<file path="src/rtl/core/msic_pkg.sv">
// Shared constants and types for the merge-sort inversion counter.
// Used by msic_if, msic_merge_seq and the top level; depends on nothing.
`timescale 1ns / 1ps
`default_nettype none

package msic_pkg;

  localparam int DEF_MAX_ITEMS = 64;
  localparam int DATA_W        = 32;
  localparam int INV_W         = 11;

  localparam logic [INV_W-1:0] INV_MAX = '1;

  typedef struct packed {
    logic busy;
    logic done;
    logic src_buf;
  } seq_status_t;

endpackage

`default_nettype wire

</file>
<file path="src/rtl/core/msic_merge_seq.sv">
// Bottom-up merge sequencer: one shared compare, move and count step per element.
// Depends on msic_pkg; drives the ping-pong memories through the top level.
`timescale 1ns / 1ps
`default_nettype none

module msic_merge_seq #(
  parameter  int MAX_ITEMS = msic_pkg::DEF_MAX_ITEMS,
  localparam int IDX_W     = $clog2(MAX_ITEMS),
  localparam int CNT_W     = $clog2(MAX_ITEMS + 1)
) (
  input  wire logic                               clk,
  input  wire logic                               rst_n,
  input  wire logic                               start,
  input  wire logic        [CNT_W-1:0]            n,
  input  wire logic signed [msic_pkg::DATA_W-1:0] src_a,
  input  wire logic signed [msic_pkg::DATA_W-1:0] src_b,
  output logic             [IDX_W-1:0]            rd_a_addr,
  output logic             [IDX_W-1:0]            rd_b_addr,
  output logic                                    wr_en,
  output logic                                    wr_to_buf,
  output logic             [IDX_W-1:0]            wr_addr,
  output logic signed      [msic_pkg::DATA_W-1:0] wr_data,
  output logic             [msic_pkg::INV_W-1:0]  inv_count,
  output msic_pkg::seq_status_t                   status
);

  localparam int LW    = CNT_W + 2;
  localparam int SUM_W = ((msic_pkg::INV_W > CNT_W) ? msic_pkg::INV_W : CNT_W) + 1;

  typedef enum logic [4:0] {
    SQ_IDLE = 5'b00001,
    SQ_PASS = 5'b00010,
    SQ_RUN  = 5'b00100,
    SQ_READ = 5'b01000,
    SQ_MOVE = 5'b10000
  } sq_state_t;

  sq_state_t                   state_r, state_nxt;
  logic                        done_r, done_nxt;
  logic                        src_buf_r, src_buf_nxt;
  logic [LW-1:0]               width_r, width_nxt;
  logic [LW-1:0]               lo_r, lo_nxt;
  logic [CNT_W-1:0]            mid_r, mid_nxt;
  logic [CNT_W-1:0]            hi_r, hi_nxt;
  logic [CNT_W-1:0]            a_r, a_nxt;
  logic [CNT_W-1:0]            b_r, b_nxt;
  logic [CNT_W-1:0]            k_r, k_nxt;
  logic [msic_pkg::INV_W-1:0]  inv_r, inv_nxt;

  logic             a_live, b_live, take_a;
  logic [LW-1:0]    n_ext, mid_full, hi_full;
  logic [SUM_W-1:0] inv_sum;

  assign n_ext    = LW'(n);
  assign mid_full = lo_r + width_r;
  assign hi_full  = lo_r + (width_r << 1);
  assign a_live   = a_r < mid_r;
  assign b_live   = b_r < hi_r;
  // Ties take the left run, so equal values never count as inversions.
  assign take_a   = a_live && (!b_live || (src_a <= src_b));
  assign inv_sum  = SUM_W'(inv_r) + SUM_W'(mid_r - a_r);

  always_comb begin
    state_nxt   = state_r;
    done_nxt    = 1'b0;
    src_buf_nxt = src_buf_r;
    width_nxt   = width_r;
    lo_nxt      = lo_r;
    mid_nxt     = mid_r;
    hi_nxt      = hi_r;
    a_nxt       = a_r;
    b_nxt       = b_r;
    k_nxt       = k_r;
    inv_nxt     = inv_r;
    case (state_r)
      SQ_IDLE: begin
        if (start) begin
          width_nxt   = LW'(1);
          src_buf_nxt = 1'b0;
          inv_nxt     = '0;
          state_nxt   = SQ_PASS;
        end
      end
      SQ_PASS: begin
        if (width_r >= n_ext) begin
          done_nxt  = 1'b1;
          state_nxt = SQ_IDLE;
        end else begin
          lo_nxt    = '0;
          state_nxt = SQ_RUN;
        end
      end
      SQ_RUN: begin
        if (lo_r >= n_ext) begin
          width_nxt   = width_r << 1;
          src_buf_nxt = !src_buf_r;
          state_nxt   = SQ_PASS;
        end else begin
          mid_nxt   = (mid_full > n_ext) ? n : mid_full[CNT_W-1:0];
          hi_nxt    = (hi_full > n_ext) ? n : hi_full[CNT_W-1:0];
          a_nxt     = lo_r[CNT_W-1:0];
          b_nxt     = (mid_full > n_ext) ? n : mid_full[CNT_W-1:0];
          k_nxt     = lo_r[CNT_W-1:0];
          state_nxt = SQ_READ;
        end
      end
      SQ_READ: begin
        state_nxt = SQ_MOVE;
      end
      SQ_MOVE: begin
        if (take_a) begin
          a_nxt = a_r + CNT_W'(1);
        end else begin
          b_nxt = b_r + CNT_W'(1);
          if (a_live) begin
            inv_nxt = (inv_sum > SUM_W'(msic_pkg::INV_MAX)) ?
                      msic_pkg::INV_MAX : inv_sum[msic_pkg::INV_W-1:0];
          end
        end
        k_nxt = k_r + CNT_W'(1);
        if (k_r + CNT_W'(1) == hi_r) begin
          lo_nxt    = lo_r + (width_r << 1);
          state_nxt = SQ_RUN;
        end else begin
          state_nxt = SQ_READ;
        end
      end
      default: begin
        state_nxt = SQ_IDLE;
      end
    endcase
  end

  always_ff @(posedge clk) begin
    if (!rst_n) begin
      state_r <= SQ_IDLE;
      done_r  <= 1'b0;
      inv_r   <= '0;
    end else begin
      state_r <= state_nxt;
      done_r  <= done_nxt;
      inv_r   <= inv_nxt;
    end
    src_buf_r <= src_buf_nxt;
    width_r   <= width_nxt;
    lo_r      <= lo_nxt;
    mid_r     <= mid_nxt;
    hi_r      <= hi_nxt;
    a_r       <= a_nxt;
    b_r       <= b_nxt;
    k_r       <= k_nxt;
  end

  assign rd_a_addr      = a_r[IDX_W-1:0];
  assign rd_b_addr      = b_r[IDX_W-1:0];
  assign wr_en          = state_r == SQ_MOVE;
  assign wr_to_buf      = !src_buf_r;
  assign wr_addr        = k_r[IDX_W-1:0];
  assign wr_data        = take_a ? src_a : src_b;
  assign inv_count      = inv_r;
  assign status.busy    = state_r != SQ_IDLE;
  assign status.done    = done_r;
  assign status.src_buf = src_buf_r;

endmodule

`default_nettype wire

</file>
<file path="config.mk">
export PLATFORM = sky130hd
export DESIGN_NAME = msic_merge_seq
export DESIGN_NICKNAME = d
export VERILOG_FILES = /design/src/rtl/core/msic_pkg.sv /design/src/rtl/core/msic_merge_seq.sv
export SDC_FILE = /design/constraint.sdc
export NUM_CORES = 1
export LEC_CHECK = 0
export ABC_AREA = 1
export BUFFER_PORTS_ARGS = -buffer_cell sky130_fd_sc_hd__buf_2
export CAP_MARGIN = 25
export CORE_UTILIZATION = 45
export DETAILED_ROUTE_END_ITERATION = 10
export PLACE_DENSITY = 0.67
export RECOVER_POWER = 50
export SKIP_LAST_GASP = 1
export SYNTH_ARGS = -nofsm -noshare
export SYNTH_HDL_FRONTEND = slang
export SYNTH_SLANG_ARGS = --single-unit
</file>
<file path="constraint.sdc">
create_clock -name clk -period 3.4 [get_ports clk]
set_input_delay 0 -clock clk [delete_from_list [all_inputs] [get_ports clk]]
set_output_delay 0 -clock clk [all_outputs]
set_load 0.05 [all_outputs]
</file>
==> reports/results.ini, run 1 <==
[status]
outcome = complete, but fails checks
failed_checks = capacitance limit, slew limit

[power]
ir_drop_mv = 0.476
total_power_mw = 4.64
power_frac_comb_pct = 52.7
p_leak_nw = 4.15
p_sw_share_pct = 44.2
p_sw_mw = 2.05
intPower_mw = 2.59
seqPwrFrac_pct = 26.2
clock_power_share_pct = 21.1
power_density_mw_per_mm2 = 580

[sta]
setup_viol = 0
skew_ns = 0.00924
fin_crit_sh_pct = 92.5
setup_tns_ns = 0
slew_violations = 34
relSlewSlack_pct = -3.67
tightest_slew_ns = 1.56
period_minus_slack_ns = 3.14
fmax_mhz = 318
hold_violations = 0

[routing]
wl_per_cell_um = 13.7
via_per_inst = 5.08
drcViolationCount = 0
drt-initial-drc-count = 257
drtAntennaViolNets = 0
num_vias = 6322
wl_um = 17000
dr.pass1.iters = 5

[finish]
area_growth_pct = 15.8
instances_no_fill = 1245
num-fill-cells = 1457
drive_gt1_share_pct = 14.8
num_antenna_cells = 0
area.sequential_mm2 = 0.00193
final_nets = 1234
multi_input_area_mm2 = 0.00415

[logic_synthesis]
yosysSeqAreaShare_pct = 28.0
synth_top_family_by_area = simple AND/OR/NAND/NOR gates
synth_fp_nets = 1099
yosys.area.top_type = edfxtp_1
synth_top_area_share_pct = 23.1
syn_area_per_cell_um2 = 7.49
async_flop_share_pct = 0
synth_cell_types = 43
synthSimpleGateAreaFrac_pct = 23.4
synth-compound-area-share_pct = 12.5
ys_ff_latch = 70
synthTopCellsByArea = edfxtp_1 23%, ha_1 18%, nand2_1 9.9%
synth_xor_area_share_pct = 4.53
yosys_warnings = 0
synthFlopType = edfxtp_1
synth_edf_count = 53
netlist_area_mm2 = 0.00690
synthMuxAreaShare_pct = 0
syn_inst = 921
synthAdderAreaFrac_pct = 19.3

[clock_network]
cts_tree = built
clk_latency_ns = 0.34
cts-root-buf = clkbuf_16
numCtsBuffers = 9
cts_setup_buffers = 0
cts.sinks = 70
clock_path_buffers = 2
clkTransAtPathRegs_ns = 0.06
htree_levels = 3

[worst_setup_path]
setup.worst_path.start_class = register
crit_type = reg2reg
required_ns = 3.61
critPathArrivalTime_ns = 3.36
end_kind = register
worstPathMaxFanout = 8

[placed_design]
dp_hpwl_um = 13700
gp_congestion = 0.883
dp_cells = 1223
io_buffers = 139

[global_routing]
grt_overflow_total = 0
grt_pass1_vias = 5823
grt_usage_pct = 21.8
grt_pass1_wl_um = 27500
grt_max_degree = 65
antenna_found_initial = 0

[floorplan]
die_w_um = 126
fp.dieH_um = 126
io_pins = 140
fp.dieArea_mm2 = 0.0158
row_count = 44
start_util_pct = 46.8
coreArea_mm2 = 0.0148

[run]
cap_viol_max_count = 1

[hold_path]
hold_path_class = in2reg

-- cell usage in the layout (no fill, tap or decap), types with 3 or more instances in the layout --
cell type and count:
nor2_1 92, ha_1 99, dlygate4sd3_1 6, fa_1 3, clkbuf_1 43, buf_4 9, a21o_1 7, inv_2 3
xor2_1 21, edfxtp_1 53, dfxtp_1 17, o21ai_0 27, and2_1 8, a31oi_1 3, buf_2 104, nand4_1 20
a21oi_1 92, o21ai_1 5, nor3_1 4, nand3_1 53, xnor2_1 11, nand3b_1 3, inv_1 146, o21ai_2 7
clkbuf_16 11, nand2_1 181
-- layer usage --
layer	GRT usage [%]	share of wire, %	up-vias
met5	0	0	-
met4	5.88	1.5	0
met3	4.04	5.6	22
met2	38.7	47	158
met1	27.0	46	2837
li1	-	-	3305
-- registers in the layout, summed over array words and instances, names as in the netlist --
name	flops
a_r	7
b_r	7
done_r	1
hi_r	7
inv_count	11
k_r	7
lo_r	8
mid_r	7
src_buf_r	1
state_r	5
width_r	9
-- through the flow --
stage                     instance area [µm²]  utilization [%]  hold WS, ns  setup WS, ns
after CTS                                8040             54.5      0.00778        0.0577
after global placement                   7660             51.9        0.251         0.205
after floorplan                          6900                -       0.0842         0.362
final                                    7990             54.2       0.0159         0.256
after global routing                     7990             54.2       0.0338       -0.0173
after detailed placement                 7660             51.9        0.252        0.0903
-- timing repair --
item,4_1_cts,5_1_grt
endpoints found under the hold margin,10,0
hold buffers,6,0
resized for setup,0,8
endpoints found under the setup margin,0,11
-- worst paths after layout --
| check | startpoint | end | depth (start not counted) | slack [ns] |
|---|---|---|---|---|
| hold reg to reg | inv_count[10] | inv_count[10] | 2 | 0.49 |
| setup / recovery | mid_r[0] | inv_count[6] | 24 | 0.26 |
| setup reg to reg | mid_r[0] | inv_count[6] | 24 | 0.26 |
| hold / removal | n[6] | hi_r[6] | 3 | 0.02 |
-- cells in the mapped netlist (2+ instances only) --
master	number
nor2_2	2
nand3_1	53
buf_6	9
o21ai_2	7
nand4_1	20
nand2_2	2
xnor2_1	11
ha_1	100
nand2_1	182
clkbuf_1	5
nor2_1	92
and2_1	8
buf_2	2
xor2_2	2
buf_4	21
a31oi_1	3
o21ai_0	28
o21ai_1	4
a21oi_1	93
nand3_4	2
nand3b_1	3
inv_1	147
dfxtp_1	17
xor2_1	21
nand3_2	2
nor3_1	4
o31ai_1	2
edfxtp_1	53
a21o_1	7
inv_2	2
a211oi_1	2
fa_1	4
-- worst max-delay path, stage by stage, from the launching register on --
cell,delay (ns)
edfxtp_1,0.36
inv_1,0.06
ha_1,0.13
inv_1,0.06
fa_2,0.35
nand2_1,0.10
nand2_1,0.07
nand2_1,0.08
nand2_1,0.05
a21oi_1,0.15
xor2_1,0.16
inv_1,0.10
ha_4,0.23
nand2_1,0.08
inv_1,0.04
nand2_1,0.05
nand3_1,0.12
a21oi_2,0.21
nand2_1,0.07
nand2_1,0.10
nand2_4,0.09
o21ai_0,0.17
inv_1,0.06
nand3_1,0.07
a21oi_1,0.07
-- cells by family after synthesis --
| kind of cell | Yosys count |
|---|---|
| adder cells (fa/ha/maj) | 104 |
| flip-flops | 70 |
| buffers and inverters | 186 |
| AND/OR/NAND/NOR | 373 |
| AO/OA/AOI/OAI | 154 |
| XOR/XNOR | 34 |
-- power groups by stage --
| stage | combinational (mW) | sequential [mW] | clock (mW) |
|---|---|---|---|
| 3_3_place_gp | 2.43 | 1.23 | 0 |
| 3_5_place_dp | 2.47 | 1.23 | 0 |
| 6_report | 2.45 | 1.21 | 0.978 |
| 2_1_floorplan | 1.88 | 1.19 | 0 |
| 4_1_cts | 2.49 | 1.21 | 1.00 |
| 5_1_grt | 2.74 | 1.23 | 1.03 |
-- layout make-up --
type / instances / area share (%)
Clock buffer: 14 / 3.84
Clock inverter: 2 / 0.125
Timing Repair Buffer: 161 / 10.1
Tap cell: 184 / 2.88
Multi-Input combinational cell: 665 / 51.9
Inverter: 149 / 7.00
Sequential cell: 70 / 24.2
(Power assumes the default switching activity.)
==> run 2: changes to the inputs <==
--- a/config.mk
+++ b/config.mk
@@ -9,7 +9,9 @@
 export BUFFER_PORTS_ARGS = -buffer_cell sky130_fd_sc_hd__buf_2
 export CAP_MARGIN = 25
 export CORE_UTILIZATION = 45
+export CTS_CLUSTER_SIZE = 12
 export DETAILED_ROUTE_END_ITERATION = 10
+export MAX_ROUTING_LAYER = met4
 export PLACE_DENSITY = 0.67
 export RECOVER_POWER = 50
 export SKIP_LAST_GASP = 1
==> reports/results.ini, run 2 (synthesis results as in run 1) <==
[finish]
num_antenna_cells = 0
fin_area_mm2 = 0.00799
final_cell_mix = 181 x nand2_1, 146 x inv_1, 104 x buf_2, 99 x ha_1
num-fill-cells = 1457
largest_reg_flops = 11
area_growth_pct = 15.8
drive_gt1_share_pct = 14.8
final_nets = 1234
final_common_cell = nand2_1
fin_util_pct = 54.2

[routing]
dr.pass1.iters = 5
wl_um = 17000
via_per_inst = 5.07
wl_met3_um = 940
num_vias = 6307
drtAntennaViolNets = 0
drcViolationCount = 0
top_layer = met4
dr_wl_met2_um = 8070
drt-met1-wl_um = 7770
drt-initial-drc-count = 260
wl_per_cell_um = 13.7

[global_routing]
grt_usage_pct = 22.4
grt_max_degree = 65
grt_pass1_wl_um = 27500
grt_overflow_total = 0
grt_pass1_vias = 5826
antenna_found_initial = 0

[worst_setup_path]
critPathArrivalTime_ns = 3.34
r2r-start = mid_r[0]
r2r_slack_ns = 0.27
r2r_end = inv_count[6]
end_kind = register
setup.worst_path.start_class = register
required_ns = 3.61
crit_type = reg2reg
ff2ff_path_depth = 24
worstPathMaxFanout = 8

[clock_network]
cts-root-buf = clkbuf_16
numCtsBuffers = 9
clock_path_buffers = 2
cts.sinks = 70
cts_setup_buffers = 0
clkTransAtPathRegs_ns = 0.06
clk_latency_ns = 0.34
cts_tree = built
htree_levels = 3

[power]
p_sw_share_pct = 44.2
power_frac_comb_pct = 52.7
power_density_mw_per_mm2 = 580
seqPwrFrac_pct = 26.2
p_sw_mw = 2.05
ir_drop_mv = 0.471
clock_power_share_pct = 21.1
p_leak_nw = 4.15
intPower_mw = 2.59
total_power_mw = 4.64

[floorplan]
coreArea_mm2 = 0.0148
fp.dieH_um = 126
io_pins = 140
start_util_pct = 46.8
fp.dieArea_mm2 = 0.0158
row_count = 44
die_w_um = 126

[sta]
skew_ns = 0.00974
tightest_slew_ns = 1.54
fin_crit_sh_pct = 92.1
hold_violations = 0
whs_ns = 0.0170
setup_viol = 0
relSlewSlack_pct = -2.92
fmax_mhz = 319
setup_tns_ns = 0
slew_violations = 34
period_minus_slack_ns = 3.13

[placed_design]
dp_hpwl_um = 13700
gp_congestion = 0.897
io_buffers = 139
dpl_cell_area_mm2 = 0.00766

[hold_path]
min_to = hi_r[6]
hold_depth = 3
min-delay-start = n[6]
hold_path_class = in2reg

[run]
cap_viol_max_count = 1

[status]
outcome = complete, but fails checks
failed_checks = capacitance limit, slew limit

run 2: area by class of cell:
cell class	count	area [µm²]	share of cell area, %
Clock buffer	14	307	3.84
Clock inverter	2	10.0	0.125
Inverter	149	559	7.00
Multi-Input combinational cell	665	4150	51.9
Sequential cell	70	1930	24.2
Tap cell	184	230	2.88
Timing Repair Buffer	161	806	10.1
run 2: power by group through the flow:
stage / Combinational (mW) / Clock (mW) / Sequential [mW]
finish: 2.44 / 0.980 / 1.21
global route: 2.74 / 1.03 / 1.23
CTS: 2.49 / 1.00 / 1.21
detailed placement: 2.47 / 0 / 1.23
global placement: 2.43 / 0 / 1.23
floorplan: 1.88 / 0 / 1.19
run 2: metrics by stage:
step | instances | setup WS, ns
finish | 1245 | 0.270
global route | 1245 | -0.0173
CTS | 1245 | 0.0577
detailed placement | 1223 | 0.0903
global placement | 1223 | 0.205
floorplan | 921 | 0.362
run 2: timing repair:
item                                    CTS  global route
hold buffers                              6             0
resized for setup                         0             8
hold endpoints to repair                 10             0
endpoints found under the setup margin    0            11
run 2: how the worst max path moves through the flow:
stage | startpoint | end | slack, ns | cells past startpoint
global placement | mid_r[0] | inv_count[8] | 0.20 | 25
finish | mid_r[0] | inv_count[6] | 0.27 | 24
global route | mid_r[0] | inv_count[8] | -0.02 | 26
floorplan | lo_r[2] | b_r[0] | 0.36 | 10
CTS | mid_r[0] | inv_count[1] | 0.06 | 25
detailed placement | mid_r[0] | inv_count[8] | 0.09 | 25
run 2: per-layer routing:
| metal | global-route usage, % | up-vias |
|---|---|---|
| met5 | - | - |
| met4 | 5.88 | 0 |
| met3 | 4.04 | 19 |
| met2 | 38.7 | 157 |
| met1 | 27.0 | 2827 |
| li1 | - | 3304 |
run 2: worst max-delay path, stage by stage, from the launching register on:
cell	delay, ns
edfxtp_1	0.36
inv_1	0.06
ha_1	0.13
inv_1	0.06
fa_2	0.35
nand2_1	0.10
nand2_1	0.07
nand2_1	0.08
nand2_1	0.05
a21oi_1	0.15
xor2_1	0.16
inv_1	0.09
ha_4	0.23
nand2_1	0.08
inv_1	0.04
nand2_1	0.05
nand3_1	0.12
a21oi_2	0.21
nand2_1	0.07
nand2_1	0.10
nand2_4	0.09
o21ai_0	0.17
inv_1	0.06
nand3_1	0.07
a21oi_1	0.07
